## src/hdl/sleu_pkg.sv

```systemverilog
package sleu_pkg;

    localparam int unsigned CP_W      = 21;
    localparam int unsigned QDEPTH    = 4;
    localparam int unsigned QAW       = $clog2(QDEPTH);

    localparam logic [CP_W-1:0] CP_NUL    = 21'h00;
    localparam logic [CP_W-1:0] CP_LF     = 21'h0A;
    localparam logic [CP_W-1:0] CP_DQUOTE = 21'h22;
    localparam logic [CP_W-1:0] CP_SQUOTE = 21'h27;
    localparam logic [CP_W-1:0] CP_BSLASH = 21'h5C;
    localparam logic [CP_W-1:0] CP_LC_B   = 21'h62;
    localparam logic [CP_W-1:0] CP_LC_N   = 21'h6E;
    localparam logic [CP_W-1:0] CP_LC_T   = 21'h74;
    localparam logic [CP_W-1:0] CP_LC_R   = 21'h72;
    localparam logic [CP_W-1:0] CP_LC_E   = 21'h65;
    localparam logic [CP_W-1:0] CP_LC_X   = 21'h78;
    localparam logic [CP_W-1:0] CP_LC_U   = 21'h75;
    localparam logic [CP_W-1:0] CP_UC_U   = 21'h55;
    localparam logic [CP_W-1:0] CP_BS     = 21'h08;
    localparam logic [CP_W-1:0] CP_TAB    = 21'h09;
    localparam logic [CP_W-1:0] CP_CR     = 21'h0D;
    localparam logic [CP_W-1:0] CP_ESC    = 21'h1B;
    localparam logic [31:0]     MAX_CP    = 32'h0010_FFFF;

    typedef enum logic [1:0] {
        KIND_DATA      = 2'd0,
        KIND_OK        = 2'd1,
        KIND_UNCLOSED  = 2'd2,
        KIND_INVALID   = 2'd3
    } t_kind;

    // Work for one accepted item: up to two code points to encode, then an
    // optional ending result. b_en is only set together with a_en.
    typedef struct packed {
        logic            a_en;
        logic [CP_W-1:0] a_cp;
        logic            b_en;
        logic [CP_W-1:0] b_cp;
        logic            end_en;
        t_kind           end_kind;
        logic            end_taken;
    } t_cmd;

    typedef struct packed {
        logic full;
        logic empty;
    } t_qstat;

    // Number of UTF-8 bytes minus one.
    function automatic logic [1:0] f_utf8_last(input logic [CP_W-1:0] cp);
        logic [1:0] n;
        if (cp < 21'h80)         n = 2'd0;
        else if (cp < 21'h800)   n = 2'd1;
        else if (cp < 21'h10000) n = 2'd2;
        else                     n = 2'd3;
        return n;
    endfunction

    function automatic logic [7:0] f_utf8_byte(input logic [CP_W-1:0] cp,
                                               input logic [1:0]      idx);
        logic [1:0] last;
        logic [7:0] b;
        last = f_utf8_last(cp);
        b    = 8'h00;
        case (last)
            2'd0: b = {1'b0, cp[6:0]};
            2'd1: b = (idx == 2'd0) ? {3'b110, cp[10:6]} : {2'b10, cp[5:0]};
            2'd2: begin
                case (idx)
                    2'd0:    b = {4'b1110, cp[15:12]};
                    2'd1:    b = {2'b10, cp[11:6]};
                    default: b = {2'b10, cp[5:0]};
                endcase
            end
            default: begin
                case (idx)
                    2'd0:    b = {5'b11110, cp[20:18]};
                    2'd1:    b = {2'b10, cp[17:12]};
                    2'd2:    b = {2'b10, cp[11:6]};
                    default: b = {2'b10, cp[5:0]};
                endcase
            end
        endcase
        return b;
    endfunction

endpackage

```

## src/hdl/sleu_front.sv

```systemverilog
module sleu_front (
    input  logic                        i_clk,
    input  logic                        i_rst_n,
    input  logic                        i_valid,
    input  logic [sleu_pkg::CP_W-1:0]   i_cp,
    input  logic                        i_begin,
    input  sleu_pkg::t_qstat            i_qstat,
    output logic                        o_ready,
    output logic                        o_push,
    output sleu_pkg::t_cmd              o_cmd
);
    import sleu_pkg::*;

    typedef enum logic [3:0] {
        MODE_IDLE = 4'b0001,
        MODE_TEXT = 4'b0010,
        MODE_ESC  = 4'b0100,
        MODE_HEX  = 4'b1000
    } t_mode;

    t_mode       r_mode, n_mode;
    logic        r_sq, n_sq;
    logic [31:0] r_hex_value, n_hex_value;
    logic [3:0]  r_hex_left, n_hex_left;

    logic            accept;
    logic            has_res;
    logic            is_quote;
    logic            is_term;
    logic            cp_bad;
    logic            dig_ok;
    logic [3:0]      dig;
    logic [31:0]     hex_next;
    logic [3:0]      left_next;
    logic [CP_W-1:0] esc_val;
    t_cmd            cmd;

    assign o_ready  = !i_qstat.full;
    assign accept   = i_valid && o_ready;
    assign is_quote = (i_cp == (r_sq ? CP_SQUOTE : CP_DQUOTE));
    assign is_term  = (i_cp == CP_LF) || (i_cp == CP_NUL);
    assign cp_bad   = ({11'd0, i_cp} > MAX_CP);

    always_comb begin
        dig_ok = 1'b1;
        dig    = 4'd0;
        if (i_cp >= 21'h30 && i_cp <= 21'h39)      dig = 4'(i_cp - 21'h30);
        else if (i_cp >= 21'h61 && i_cp <= 21'h66) dig = 4'(i_cp - 21'h57);
        else if (i_cp >= 21'h41 && i_cp <= 21'h46) dig = 4'(i_cp - 21'h37);
        else                                       dig_ok = 1'b0;
    end

    assign hex_next  = {r_hex_value[27:0], dig};
    assign left_next = r_hex_left - 4'd1;

    always_comb begin
        unique case (i_cp)
            CP_LC_B: esc_val = CP_BS;
            CP_LC_N: esc_val = CP_LF;
            CP_LC_T: esc_val = CP_TAB;
            CP_LC_R: esc_val = CP_CR;
            CP_LC_E: esc_val = CP_ESC;
            default: esc_val = i_cp;
        endcase
    end

    always_comb begin
        n_mode      = r_mode;
        n_sq        = r_sq;
        n_hex_value = r_hex_value;
        n_hex_left  = r_hex_left;
        cmd         = '0;
        cmd.a_cp    = i_cp;
        cmd.b_cp    = i_cp;
        cmd.end_kind = KIND_DATA;
        if (i_begin) begin
            n_sq        = (i_cp == CP_SQUOTE);
            n_mode      = MODE_TEXT;
            n_hex_value = '0;
            n_hex_left  = '0;
        end else begin
            unique case (r_mode)
                MODE_TEXT: begin
                    if (is_quote) begin
                        cmd.end_en = 1'b1; cmd.end_kind = KIND_OK; cmd.end_taken = 1'b1;
                    end else if (is_term) begin
                        cmd.end_en = 1'b1; cmd.end_kind = KIND_UNCLOSED;
                    end else if (i_cp == CP_BSLASH) begin
                        n_mode = MODE_ESC;
                    end else if (cp_bad) begin
                        cmd.end_en = 1'b1; cmd.end_kind = KIND_INVALID;
                    end else begin
                        cmd.a_en = 1'b1;
                    end
                end
                MODE_ESC: begin
                    if (i_cp == CP_NUL) begin
                        cmd.end_en = 1'b1; cmd.end_kind = KIND_UNCLOSED;
                    end else if (i_cp == CP_LC_X || i_cp == CP_LC_U || i_cp == CP_UC_U) begin
                        n_mode      = MODE_HEX;
                        n_hex_value = '0;
                        n_hex_left  = (i_cp == CP_LC_X) ? 4'd2 :
                                      (i_cp == CP_LC_U) ? 4'd4 : 4'd8;
                    end else if (cp_bad) begin
                        cmd.end_en = 1'b1; cmd.end_kind = KIND_INVALID;
                    end else begin
                        cmd.a_en = 1'b1;
                        cmd.a_cp = esc_val;
                        n_mode   = MODE_TEXT;
                    end
                end
                MODE_HEX: begin
                    if (dig_ok && r_hex_left != 4'd0) begin
                        n_hex_value = hex_next;
                        n_hex_left  = left_next;
                        if (left_next == 4'd0) begin
                            if (hex_next > MAX_CP) begin
                                cmd.end_en = 1'b1; cmd.end_kind = KIND_INVALID;
                                cmd.end_taken = 1'b1;
                            end else begin
                                cmd.a_en = 1'b1;
                                cmd.a_cp = hex_next[CP_W-1:0];
                                n_mode   = MODE_TEXT;
                            end
                        end
                    end else if (r_hex_value > MAX_CP) begin
                        cmd.end_en = 1'b1; cmd.end_kind = KIND_INVALID;
                    end else begin
                        // flush the digits so far, then treat the char as text
                        cmd.a_en    = 1'b1;
                        cmd.a_cp    = r_hex_value[CP_W-1:0];
                        n_mode      = MODE_TEXT;
                        n_hex_value = '0;
                        n_hex_left  = '0;
                        if (is_quote) begin
                            cmd.end_en = 1'b1; cmd.end_kind = KIND_OK; cmd.end_taken = 1'b1;
                        end else if (is_term) begin
                            cmd.end_en = 1'b1; cmd.end_kind = KIND_UNCLOSED;
                        end else if (i_cp == CP_BSLASH) begin
                            n_mode = MODE_ESC;
                        end else if (cp_bad) begin
                            cmd.end_en = 1'b1; cmd.end_kind = KIND_INVALID;
                        end else begin
                            cmd.b_en = 1'b1;
                        end
                    end
                end
                default: ;
            endcase
            if (cmd.end_en) begin
                n_mode      = MODE_IDLE;
                n_hex_value = '0;
                n_hex_left  = '0;
            end
        end
    end

    assign has_res = cmd.a_en || cmd.end_en;
    assign o_push  = accept && has_res;
    assign o_cmd   = cmd;

    always_ff @(posedge i_clk) begin
        if (!i_rst_n) begin
            r_mode      <= MODE_IDLE;
            r_sq        <= 1'b0;
            r_hex_value <= '0;
            r_hex_left  <= '0;
        end else if (accept) begin
            r_mode      <= n_mode;
            r_sq        <= n_sq;
            r_hex_value <= n_hex_value;
            r_hex_left  <= n_hex_left;
        end
    end

    a_b_needs_a: assert property (@(posedge i_clk) disable iff (!i_rst_n)
        o_push && o_cmd.b_en |-> o_cmd.a_en)
        else $error("second code point queued without a first");

    a_hex_left_live: assert property (@(posedge i_clk) disable iff (!i_rst_n)
        r_mode == MODE_HEX |-> r_hex_left != 4'd0)
        else $error("hex escape active with no digits left");

    a_ready_follows_queue: assert property (@(posedge i_clk) disable iff (!i_rst_n)
        o_push |-> !i_qstat.full)
        else $error("push into a full queue");

endmodule

```

## src/hdl/sleu_fifo.sv

```systemverilog
module sleu_fifo (
    input  logic             i_clk,
    input  logic             i_rst_n,
    input  logic             i_push,
    input  sleu_pkg::t_cmd   i_cmd,
    input  logic             i_pop,
    output sleu_pkg::t_cmd   o_cmd,
    output sleu_pkg::t_qstat o_qstat
);
    import sleu_pkg::*;

    t_cmd           r_mem [QDEPTH];
    logic [QAW-1:0] r_wptr;
    logic [QAW-1:0] r_rptr;
    logic [QAW:0]   r_count;

    assign o_cmd         = r_mem[r_rptr];
    assign o_qstat.full  = (r_count == (QAW+1)'(QDEPTH));
    assign o_qstat.empty = (r_count == '0);

    always_ff @(posedge i_clk) begin
        if (i_push) begin
            r_mem[r_wptr] <= i_cmd;
        end
    end

    always_ff @(posedge i_clk) begin
        if (!i_rst_n) begin
            r_wptr  <= '0;
            r_rptr  <= '0;
            r_count <= '0;
        end else begin
            if (i_push) r_wptr <= r_wptr + QAW'(1);
            if (i_pop)  r_rptr <= r_rptr + QAW'(1);
            case ({i_push, i_pop})
                2'b10:   r_count <= r_count + (QAW+1)'(1);
                2'b01:   r_count <= r_count - (QAW+1)'(1);
                default: r_count <= r_count;
            endcase
        end
    end

    a_no_overflow: assert property (@(posedge i_clk) disable iff (!i_rst_n)
        o_qstat.full && !i_pop |-> !i_push)
        else $error("write to a full queue");

    a_no_underflow: assert property (@(posedge i_clk) disable iff (!i_rst_n)
        i_pop |-> !o_qstat.empty)
        else $error("read from an empty queue");

    a_count_range: assert property (@(posedge i_clk) disable iff (!i_rst_n)
        r_count <= (QAW+1)'(QDEPTH))
        else $error("queue count out of range");

endmodule

```

## src/hdl/sleu_back.sv

```systemverilog
module sleu_back (
    input  logic             i_clk,
    input  logic             i_rst_n,
    input  sleu_pkg::t_cmd   i_cmd,
    input  sleu_pkg::t_qstat i_qstat,
    output logic             o_pop,
    input  logic             i_ready,
    output logic             o_valid,
    output logic [7:0]       o_byte,
    output sleu_pkg::t_kind  o_kind,
    output logic             o_taken,
    output logic             o_last
);
    import sleu_pkg::*;

    typedef enum logic [2:0] {
        PART_A   = 3'b001,
        PART_B   = 3'b010,
        PART_END = 3'b100
    } t_part;

    t_part      r_part;
    logic [1:0] r_idx;
    logic       r_valid;
    logic [7:0] r_byte;
    t_kind      r_kind;
    logic       r_taken;
    logic       r_last;

    t_part           part;
    logic [CP_W-1:0] cp;
    logic            seg_last;
    logic            done;
    logic            load;
    logic            step;

    always_comb begin
        part = r_part;
        if (r_part == PART_A && !i_cmd.a_en) part = PART_END;
    end

    assign cp       = (part == PART_B) ? i_cmd.b_cp : i_cmd.a_cp;
    assign seg_last = (r_idx == f_utf8_last(cp));

    always_comb begin
        unique case (part)
            PART_A:   done = seg_last && !i_cmd.b_en && !i_cmd.end_en;
            PART_B:   done = seg_last && !i_cmd.end_en;
            PART_END: done = 1'b1;
            default:  done = 1'b1;
        endcase
    end

    assign load  = !r_valid || i_ready;
    assign step  = load && !i_qstat.empty;
    assign o_pop = step && done;

    always_ff @(posedge i_clk) begin
        if (!i_rst_n) begin
            r_part  <= PART_A;
            r_idx   <= '0;
            r_valid <= 1'b0;
        end else begin
            if (load) r_valid <= !i_qstat.empty;
            if (step) begin
                if (done) begin
                    r_part <= PART_A;
                    r_idx  <= '0;
                end else if (seg_last) begin
                    // advance to the next segment of this item
                    r_part <= (part == PART_A && i_cmd.b_en) ? PART_B : PART_END;
                    r_idx  <= '0;
                end else begin
                    r_idx <= r_idx + 2'd1;
                end
            end
        end
    end

    always_ff @(posedge i_clk) begin
        if (step) begin
            r_last <= done;
            if (part == PART_END) begin
                r_byte  <= 8'h00;
                r_kind  <= i_cmd.end_kind;
                r_taken <= i_cmd.end_taken;
            end else begin
                r_byte  <= f_utf8_byte(cp, r_idx);
                r_kind  <= KIND_DATA;
                r_taken <= 1'b0;
            end
        end
    end

    assign o_valid = r_valid;
    assign o_byte  = r_byte;
    assign o_kind  = r_kind;
    assign o_taken = r_taken;
    assign o_last  = r_last;

    a_end_is_last: assert property (@(posedge i_clk) disable iff (!i_rst_n)
        r_valid && r_kind != KIND_DATA |-> r_last)
        else $error("ending result not marked last");

    a_data_not_taken: assert property (@(posedge i_clk) disable iff (!i_rst_n)
        r_valid && r_kind == KIND_DATA |-> !r_taken)
        else $error("data byte marked taken");

    a_mid_item_no_idle_part: assert property (@(posedge i_clk) disable iff (!i_rst_n)
        r_part != PART_A |-> !i_qstat.empty)
        else $error("segment position kept with no item queued");

endmodule

```

## src/hdl/string_literal_unescaper_top.sv

```systemverilog
// Channel   Dir  Payload                                       Handshake
// s_axis    in   tdata[20:0] code_point, tuser begin_req        tvalid/tready
// m_axis    out  tdata[7:0] byte_res, tuser {taken,kind}, tlast tvalid/tready
//
// Input takes one code point per cycle while the 4-entry command queue has room.
// Output gives one result per cycle while the receiver is ready and the queue is
// not empty: 1 to 4 bytes per encoded code point, up to 8 results per item, so
// multi-byte text holds the input back through the queue.
// Reset is synchronous, active low; it idles the decoder and empties the queue.
// Either side may stall at any time; the output register holds its result.
module string_literal_unescaper_top (
    input  logic        i_clk,
    input  logic        i_rst_n,
    input  logic        i_s_axis_tvalid,
    output logic        o_s_axis_tready,
    input  logic [23:0] i_s_axis_tdata,   // [20:0] code_point, [23:21] zero
    input  logic        i_s_axis_tuser,   // [0] begin_req
    output logic        o_m_axis_tvalid,
    input  logic        i_m_axis_tready,
    output logic [7:0]  o_m_axis_tdata,   // [7:0] byte_res
    output logic [2:0]  o_m_axis_tuser,   // [1:0] kind, [2] taken
    output logic        o_m_axis_tlast
);
    import sleu_pkg::*;

    t_cmd   push_cmd;
    t_cmd   head_cmd;
    t_qstat qstat;
    logic   push;
    logic   pop;
    t_kind  kind;
    logic   taken;

    sleu_front u_front (
        .i_clk   (i_clk),
        .i_rst_n (i_rst_n),
        .i_valid (i_s_axis_tvalid),
        .i_cp    (i_s_axis_tdata[CP_W-1:0]),
        .i_begin (i_s_axis_tuser),
        .i_qstat (qstat),
        .o_ready (o_s_axis_tready),
        .o_push  (push),
        .o_cmd   (push_cmd)
    );

    sleu_fifo u_fifo (
        .i_clk   (i_clk),
        .i_rst_n (i_rst_n),
        .i_push  (push),
        .i_cmd   (push_cmd),
        .i_pop   (pop),
        .o_cmd   (head_cmd),
        .o_qstat (qstat)
    );

    sleu_back u_back (
        .i_clk   (i_clk),
        .i_rst_n (i_rst_n),
        .i_cmd   (head_cmd),
        .i_qstat (qstat),
        .o_pop   (pop),
        .i_ready (i_m_axis_tready),
        .o_valid (o_m_axis_tvalid),
        .o_byte  (o_m_axis_tdata),
        .o_kind  (kind),
        .o_taken (taken),
        .o_last  (o_m_axis_tlast)
    );

    assign o_m_axis_tuser = {taken, kind};

endmodule
```

## config.mk

```make
export PLATFORM = sky130hd
export DESIGN_NAME = string_literal_unescaper_top
export DESIGN_NICKNAME = d
export VERILOG_FILES = /design/src/hdl/sleu_pkg.sv /design/src/hdl/sleu_front.sv /design/src/hdl/sleu_fifo.sv /design/src/hdl/sleu_back.sv /design/src/hdl/string_literal_unescaper_top.sv
export SDC_FILE = /design/constraint.sdc
export NUM_CORES = 1
export LEC_CHECK = 0
export BUFFER_PORTS_ARGS = -buffer_cell sky130_fd_sc_hd__buf_2
export CORE_MARGIN = 3
export CORE_UTILIZATION = 40
export CTS_BUF_LIST = sky130_fd_sc_hd__clkbuf_4
export DETAILED_ROUTE_END_ITERATION = 12
export SETUP_SLACK_MARGIN = 0.5
export SYNTH_ARGS = -nofsm -noshare
export SYNTH_HDL_FRONTEND = slang
export SYNTH_SLANG_ARGS = --single-unit
export TNS_END_PERCENT = 50
```

## constraint.sdc

```tcl
create_clock -name i_clk -period 5 [get_ports i_clk]
set_clock_uncertainty 0.05 [all_clocks]
set_input_delay 0.25 -clock i_clk [delete_from_list [all_inputs] [get_ports i_clk]]
set_output_delay 0.25 -clock i_clk [all_outputs]
set_load 0.01 [all_outputs]
```

==> run_results.csv, run 1 <==
group,metric,value,unit
finish,final_common_cell,"edfxtp_1",
synthesis,yosys_warnings,0,
global_routing,grt_max_degree,52,
synthesis,yosysTopAreaCellShare,48.8,%
synthesis,netlist_area,12600,um2
clocking,cts_sinks,260,
die,start_util,40.9,%
global_routing,grt_pass1_wl,47.7,mm
power_and_ir_drop,swShare,22.6,%
critical_path,required,5.55,ns
die,design.die.area,33600,um2
drt,viasPerCell,5.64,
clocking,cts_buffer_depth,3,
placed_design,pre_cts_slack,0.391,ns
drt,wire_per_inst,20.0,um
power_and_ir_drop,pwr-share-clk,41.4,%
sta,rsz0062_at_grt,"no",
clocking,insertion_delay,0.66,ns
synthesis,yosys.area_share.xor_xnor,0.488,%
outcome,status,"completed",
synthesis,synth_compound_area_share,9.76,%
clocking,cts_buffers,71,
synthesis,synth_cell_types,85,
clocking,path_clk_slew,0.07,ns
synthesis,ys_ff_latch,260,
critical_path,worstSetupPathType,"primary input to flop",
synthesis,synthSimpleGateAreaFrac,13.0,%
sta,worst_pin_slew,0.904,ns
finish,fillers,2785,
run,cap_violations,0,
drt,dr.pass1.iters,5,
placed_design,dpl.hpwl,20.4,mm
drt,antenna_left,0,
critical_path,worst_path_max_delay_cell,"or4b_1",
finish,drive_gt1_share,23.8,%
sta,hold_ws,0.145,ns
global_routing,overflow,0,
power_and_ir_drop,peakVddDrop,124,uV
finish,finalNetCount,1134,
synthesis,synth_ff_type,"edfxtp_1",
finish,seq_area,7250,um2
global_routing,gr-usage-all-layers,18.2,%
die,ios,43,
synthesis,synth-adder-area-share,1.75,%
global_routing,antenna_found_initial,2,
placed_design,place_congestion,0.909,
critical_path,critPathLaunchType,"primary input",
drt,vias,8657,
sta,fin_crit_sh,88.7,%
synthesis,yosys.area.top_type,"edfxtp_1",
critical_path,critPathMaxStageDelay,0.60,ns
finish,syn2layout_area_growth,15.8,%
drt,drtIter0Drc,744,
power_and_ir_drop,power.net_switching,0.000961,W
clocking,cts_tree,"built",
critical_path,cp.arrival,4.98,ns
sta,fin_crit,4.43,ns
die,die_h,183,um
synthesis,syn_inst,964,
critical_path,cp_max_fo,8,
drt,wl,30.6,mm
die,std_cell_rows,64,
sta,setup_slack,0.567,ns
sta,max_clock_freq,226,MHz
synthesis,synth_edf_count,204,
power_and_ir_drop,intPower,0.00329,W
synthesis,synth_mux_area_share,14.0,%
power_and_ir_drop,leakagePower,5.02,nW
power_and_ir_drop,p_per_area,292,nW/um2
global_routing,grt_pass1_vias,8472,
drt,drcViolationCount,0,
power_and_ir_drop,seq_power_share,54.7,%
sta,relSlewSlack,39.5,%
clocking,htree_levels,3,
synthesis,synthArstFlopShare,0,%
hold_path,hold_class,"primary input to flop",
placed_design,port_buffers,39,
die,core,30700,um2
critical_path,cp-end-kind,"flop",
clocking,cts_root_buffer,"clkbuf_4",
sta,final_max_slew_viol_count,0,
power_and_ir_drop,combPwrFrac,3.9,%
synthesis,synth.avg_cell_area,13.0,um2
sta,setup_tns,0,ns
critical_path,crit_path_cell_trace,"dlygate4sd3_1 > buf_2 > nor3_1 > nand4_1 > or4b_1 > a21oi_1 > or3b_2 > a21o_1 > a31oi_2 > inv_1 > ha_2 > inv_1 > fa_1 > xor2_1 > or3_1 > a21oi_1",
sta,setup_viol_count_final,0,
die,die_w,183,um
synthesis,yosysSeqAreaShare,57.7,%
synthesis,synth_nets,1010,
finish,multi_input_area,4970,um2
sta,hold_viol_final,0,
synthesis,synth.area.top_cells,"edfxtp_1, dfxtp_1, mux4_2, mux2i_1, nand2_1",
synthesis,synth_top_family_by_area,"multiplexers",
finish,final_cell_mix,"edfxtp_1, nand2_1, clkbuf_4",
power by group through the flow:
stage               clock, W  combinational [W]  sequential, W
finish               0.00176           0.000165        0.00233
global route         0.00195           0.000178        0.00233
CTS                  0.00183           0.000162        0.00233
detailed placement         0           0.000147        0.00237
global placement           0           0.000146        0.00237
floorplan                  0          0.0000905        0.00237
final timing paths:
path	from	endpoint	slack [ns]	cells after the start
setup / recovery	i_s_axis_tdata[15]	u_fifo.r_count[2]$_SDFFE_PN0P_	0.57	16
hold / removal	i_rst_n	u_back.r_part[1]$_SDFFE_PN0P_	0.14	4
setup reg to reg	flop	u_fifo.r_count[2]$_SDFFE_PN0P_	0.63	14
hold reg to reg	u_front.r_hex_value[30]$_SDFFE_PN0P_	u_front.r_hex_value[30]$_SDFFE_PN0P_	0.41	2
cells in the mapped netlist, types with 16 or more instances:
library cell	count
a21oi_1	28
clkbuf_1	35
dfxtp_1	56
edfxtp_1	204
ha_1	16
inv_1	25
mux2i_1	56
mux4_2	34
nand2_1	128
nand3_1	45
nor2_1	37
nor3_1	16
o21ai_0	28
o221ai_1	18
flip-flops by register name, indices dropped and copies added (netlist names), 2 cells and up, named ones only:
signal / cells
u_fifo.r_wptr: 2
u_front.r_hex_value: 32
u_back.r_part: 3
u_fifo.r_count: 3
u_back.o_kind: 2
u_back.r_idx: 2
u_fifo.r_mem: 192
u_fifo.r_rptr: 2
u_back.o_byte: 8
u_front.r_mode: 4
u_front.r_hex_left: 4
cell type report:
| type | count | share of cell area (%) |
|---|---|---|
| Sequential cell | 260 | 49.9 |
| Tap cell | 396 | 3.41 |
| Multi-Input combinational cell | 620 | 34.2 |
| Antenna cell | 1 | 0.0172 |
| Timing Repair Buffer | 110 | 6.08 |
| Inverter | 25 | 0.645 |
| Clock inverter | 25 | 0.817 |
| Clock buffer | 97 | 5.01 |
worst max-delay path, delay by kind of cell:
kind	cells	cell delay, ns
AO/OA/AOI/OAI	4	0.73
XOR/XNOR	1	0.16
adder cells (fa/ha/maj)	2	0.63
buffers and inverters	4	0.95
AND/OR/NAND/NOR	5	2.25
logic make-up (layout without fill, tap and decap cells):
| family | Yosys count | count (layout) |
|---|---|---|
| muxes | 110 | 110 |
| other | 0 | 1 |
| AOI/OAI and AO/OA | 164 | 164 |
| DFF | 260 | 260 |
| buffers and inverters | 84 | 257 |
| and+or+nand+nor | 322 | 322 |
| adders and majority gates | 17 | 17 |
| xor gates and xnor gates | 7 | 7 |
metal layers:
metal	part of all wire [%]	track usage (%)	wire, um	up-vias
met5	0.039	0	12	-
met4	2.8	6.79	846	2
li1	-	-	-	4050
met3	6.4	4.46	1960	74
met1	44	24.4	13400	4260
met2	47	28.9	14400	271
per-stage QoR:
step,instances,total power [W],instance area (um2),util [%]
after global routing,1534,0.00446,14500,47.3
after detailed placement,1377,0.00252,13300,43.3
final,1534,0.00425,14500,47.3
after floorplan,964,0.00246,12600,-
after CTS,1522,0.00431,14400,46.8
after global placement,1377,0.00252,13300,43.3
timing repair:
| item | 4_1_cts | 5_1_grt |
|---|---|---|
| hold endpoints to repair | 102 | 0 |
| hold buffers | 23 | 0 |
| gates resized for setup | 4 | 9 |
| buffers inserted | 0 | 11 |
| setup endpoints to repair | 1 | 1 |
Power figures use the tool's default switching activity.
==> inputs of run 2 (changes only) <==
--- a/config.mk
+++ b/config.mk
@@ -5,11 +5,13 @@
 export SDC_FILE = /design/constraint.sdc
 export NUM_CORES = 1
 export LEC_CHECK = 0
+export ABC_AREA = 1
 export BUFFER_PORTS_ARGS = -buffer_cell sky130_fd_sc_hd__buf_2
 export CORE_MARGIN = 3
 export CORE_UTILIZATION = 40
 export CTS_BUF_LIST = sky130_fd_sc_hd__clkbuf_4
 export DETAILED_ROUTE_END_ITERATION = 12
+export RECOVER_POWER = 25
 export SETUP_SLACK_MARGIN = 0.5
 export SYNTH_ARGS = -nofsm -noshare
 export SYNTH_HDL_FRONTEND = slang
==> run 2 against run 1 <==
Register-to-register slack better by 0.36 ns. Routed wire length up 20%. Global-route usage up 1.9 points. Sequential power up 8%. Synthesized area rose by 9.6%.
==> run_results.csv, run 2 <==
group,metric,value,unit
outcome,status,"completed",
placed_design,place_congestion,0.924,
placed_design,dpl.hpwl,24.1,mm
die,std_cell_rows,67,
placed_design,port_buffers,39,
sta,fin_crit_sh,85.0,%
synthesis,synth_ff_type,"edfxtp_1",
clocking,cts_tree,"built",
placed_design,dpl_cell_area,14400,um2
finish,final_cell_mix,"nand2_1, nor2_1, edfxtp_1",
finish,finalNetCount,1791,
drt,vias,11500,
clocking,post-cts-setup-buffer-count,0,
global_routing,overflow,0,
synthesis,synth_top_family_by_area,"simple AND/OR/NAND/NOR gates",
critical_path,cp-end-kind,"flop",
critical_path,worst_path_most_repeated_cell,"nand2_1",
die,ios,43,
synthesis,ys_ff_latch,260,
synthesis,synth.area.top_cells,"edfxtp_1, nand2_1, dfxtp_1, nor2_1, inv_1",
finish,fillers,3359,
clocking,cts_buffers,71,
synthesis,yosysSeqAreaShare,52.6,%
synthesis,synthArstFlopShare,0,%
synthesis,yosysMostFrequentCell,"nand2_1",
global_routing,grt_max_degree,73,
finish,seq_area,7250,um2
hold_path,hold_class,"primary input to flop",
global_routing,grt_pass1_wl,57.9,mm
clocking,cts_root_buffer,"clkbuf_4",
synthesis,netlist_area,13800,um2
sta,setup_tns,0,ns
die,die_h,192,um
clocking,cts_hold_buf,23,
synthesis,syn_inst,1663,
drt,drcViolationCount,0,
finish,multi_input_area,5340,um2
critical_path,crit_path_cell_trace,"dlygate4sd3_1 > clkbuf_1 > inv_2 > ha_1 > inv_1 > nor2_1 > nand4_1 > nand2_1 > nand2_1 > nand3_2 > nand2_4 > nand2_2 > nand3_1 > nand2_1 > nand2_1 > nand2_1 > nand2_2 > ha_1 > inv_1 > fa_1 > a21oi_1 > o21ai_0 > o21ai_0 > a21oi_1",
critical_path,worstSetupPathType,"primary input to flop",
synthesis,yosys.area.top_type,"edfxtp_1",
power_and_ir_drop,peakVddDrop,156,uV
critical_path,cp_max_fo,12,
drt,antenna_left,0,
clocking,cts_resized,0,
finish,largest_reg_flops,192,
sta,rsz0062_at_grt,"no",
synthesis,synth_mux_area_share,0,%
finish,final_area,15500,um2
finish,syn2layout_area_growth,12.3,%
run,cap_violations,0,
synthesis,synth_compound_area_share,11.5,%
clocking,htree_levels,3,
critical_path,critPathLaunchType,"primary input",
synthesis,synthSimpleGateAreaFrac,25.1,%
global_routing,gr-usage-all-layers,20.1,%
clocking,cts_sinks,260,
finish,final_common_cell,"nand2_1",
sta,worst_pin_slew,1.26,ns
critical_path,cp_top_family,"buffers and inverters",
die,design.die.area,36700,um2
global_routing,grt_pass1_vias,10900,
critical_path,worst_path_max_delay_cell,"clkbuf_1",
power_and_ir_drop,p_per_area,389,nW/um2
placed_design,dp.cells,2097,
clocking,insertion_delay,0.70,ns
critical_path,critPathMaxStageDelay,0.69,ns
sta,fin_crit,4.25,ns
critical_path,critPathBufInv,5,
drt,drtIter0Drc,853,
finish,regMostFlops,"u_fifo.r_mem",
sta,relSlewSlack,16.0,%
sta,setup_viol_count_final,0,
drt,viasPerCell,5.10,
synthesis,synth-adder-area-share,1.60,%
synthesis,synth_cell_types,51,
synthesis,synth.avg_cell_area,8.28,um2
finish,final_cells,2248,
drt,wl,36.6,mm
synthesis,synth_edf_count,204,
die,core,33700,um2
finish,drive_gt1_share,10.5,%
synthesis,yosys_warnings,0,
sta,hold_viol_final,0,
synthesis,synth_nets,1709,
clocking,path_clk_slew,0.06,ns
drt,wire_per_inst,16.3,um
critical_path,cp.arrival,4.77,ns
drt,dr.pass1.iters,5,
die,start_util,40.9,%
synthesis,synthTopCellsByCount,"nand2_1, nor2_1, edfxtp_1",
power_and_ir_drop,leakagePower,6.33,nW
die,die_w,192,um
synthesis,yosys.area_share.xor_xnor,0.382,%
critical_path,required,5.52,ns
sta,max_clock_freq,235,MHz
synthesis,yosysTopAreaCellShare,44.5,%
global_routing,antenna_found_initial,3,
sta,final_max_slew_viol_count,0,
clocking,cts_buffer_depth,3,
==> run 2: logic make-up after synthesis <==
group,count (synthesis)
and+or+nand+nor,818
buffers and inverters,286
AOI/OAI and AO/OA,276
adders and majority gates,17
xor gates and xnor gates,6
DFF,260
==> run 2: final cells by class <==
type	count	area share, %
clock inverters	23	0.963
inverters	213	5.17
clock buffers	102	4.95
well taps	448	3.63
flip-flops and latches	260	46.9
repair buffers	82	3.82
diodes	3	0.0486
multi-input cells	1117	34.5
==> run 2: per-stage QoR <==
step                hold slack [ns]  util (%)  setup WS (ns)  power (W)
floorplan                     0.299         -          0.658    0.00371
global placement              0.422      42.6           1.04    0.00411
detailed placement            0.430      42.6          0.986    0.00413
CTS                          0.0402      46.0          0.979    0.00609
global route                 0.0636      45.9          0.383    0.00640
finish                       0.0694      45.9          0.748    0.00601
==> run 2: where the power goes <==
group	total [W]	leakage (nW)	internal, W	switching (W)
combinational	0.00157	3.47	0.000460	0.00111
sequential	0.00251	2.30	0.00247	0.0000443
clock	0.00192	0.552	0.00104	0.000879
total	0.00601	6.33	0.00397	0.00204
==> run 2: worst register-to-register path, cell delays in order, from the launching register on <==
cell,delay [ns]
dfxtp_1,0.37
nand3_1,0.12
inv_1,0.59
nand3_1,0.23
nand2_1,0.18
nand2_1,0.08
nor2_2,0.09
nand2_2,0.16
a21oi_1,0.23
nand2_1,0.07
nand2_1,0.11
nand3_2,0.09
nand2_4,0.10
nand2_4,0.07
inv_1,0.19
ha_1,0.17
inv_1,0.07
fa_1,0.43
a21oi_1,0.14
o21ai_0,0.11
o21ai_0,0.17
a21oi_1,0.06
==> run 2: path summary, 6_finish.rpt <==
path	from	to	slack (ns)	cells past startpoint
worst min-delay path	i_rst_n	u_back.r_part[0]$_SDFFE_PN1P_	0.07	3
worst max register to register	u_back.r_part[1]$_SDFFE_PN0P_	u_fifo.r_count[2]$_SDFFE_PN0P_	0.99	21
worst max-delay path	i_s_axis_tdata[0]	u_fifo.r_count[2]$_SDFFE_PN0P_	0.75	24
worst min register to register	u_front.r_sq$_SDFFE_PN0P_	u_front.r_sq$_SDFFE_PN0P_	0.44	2
==> run 2: routing by layer <==
metal | up-vias | track usage (%) | routed length, um
met3 | 73 | 4.03 | 2170
met2 | 313 | 33.5 | 17200
met1 | 5370 | 26.1 | 16500
met5 | - | 0 | 0
li1 | 5720 | - | -
met4 | 0 | 7.28 | 751
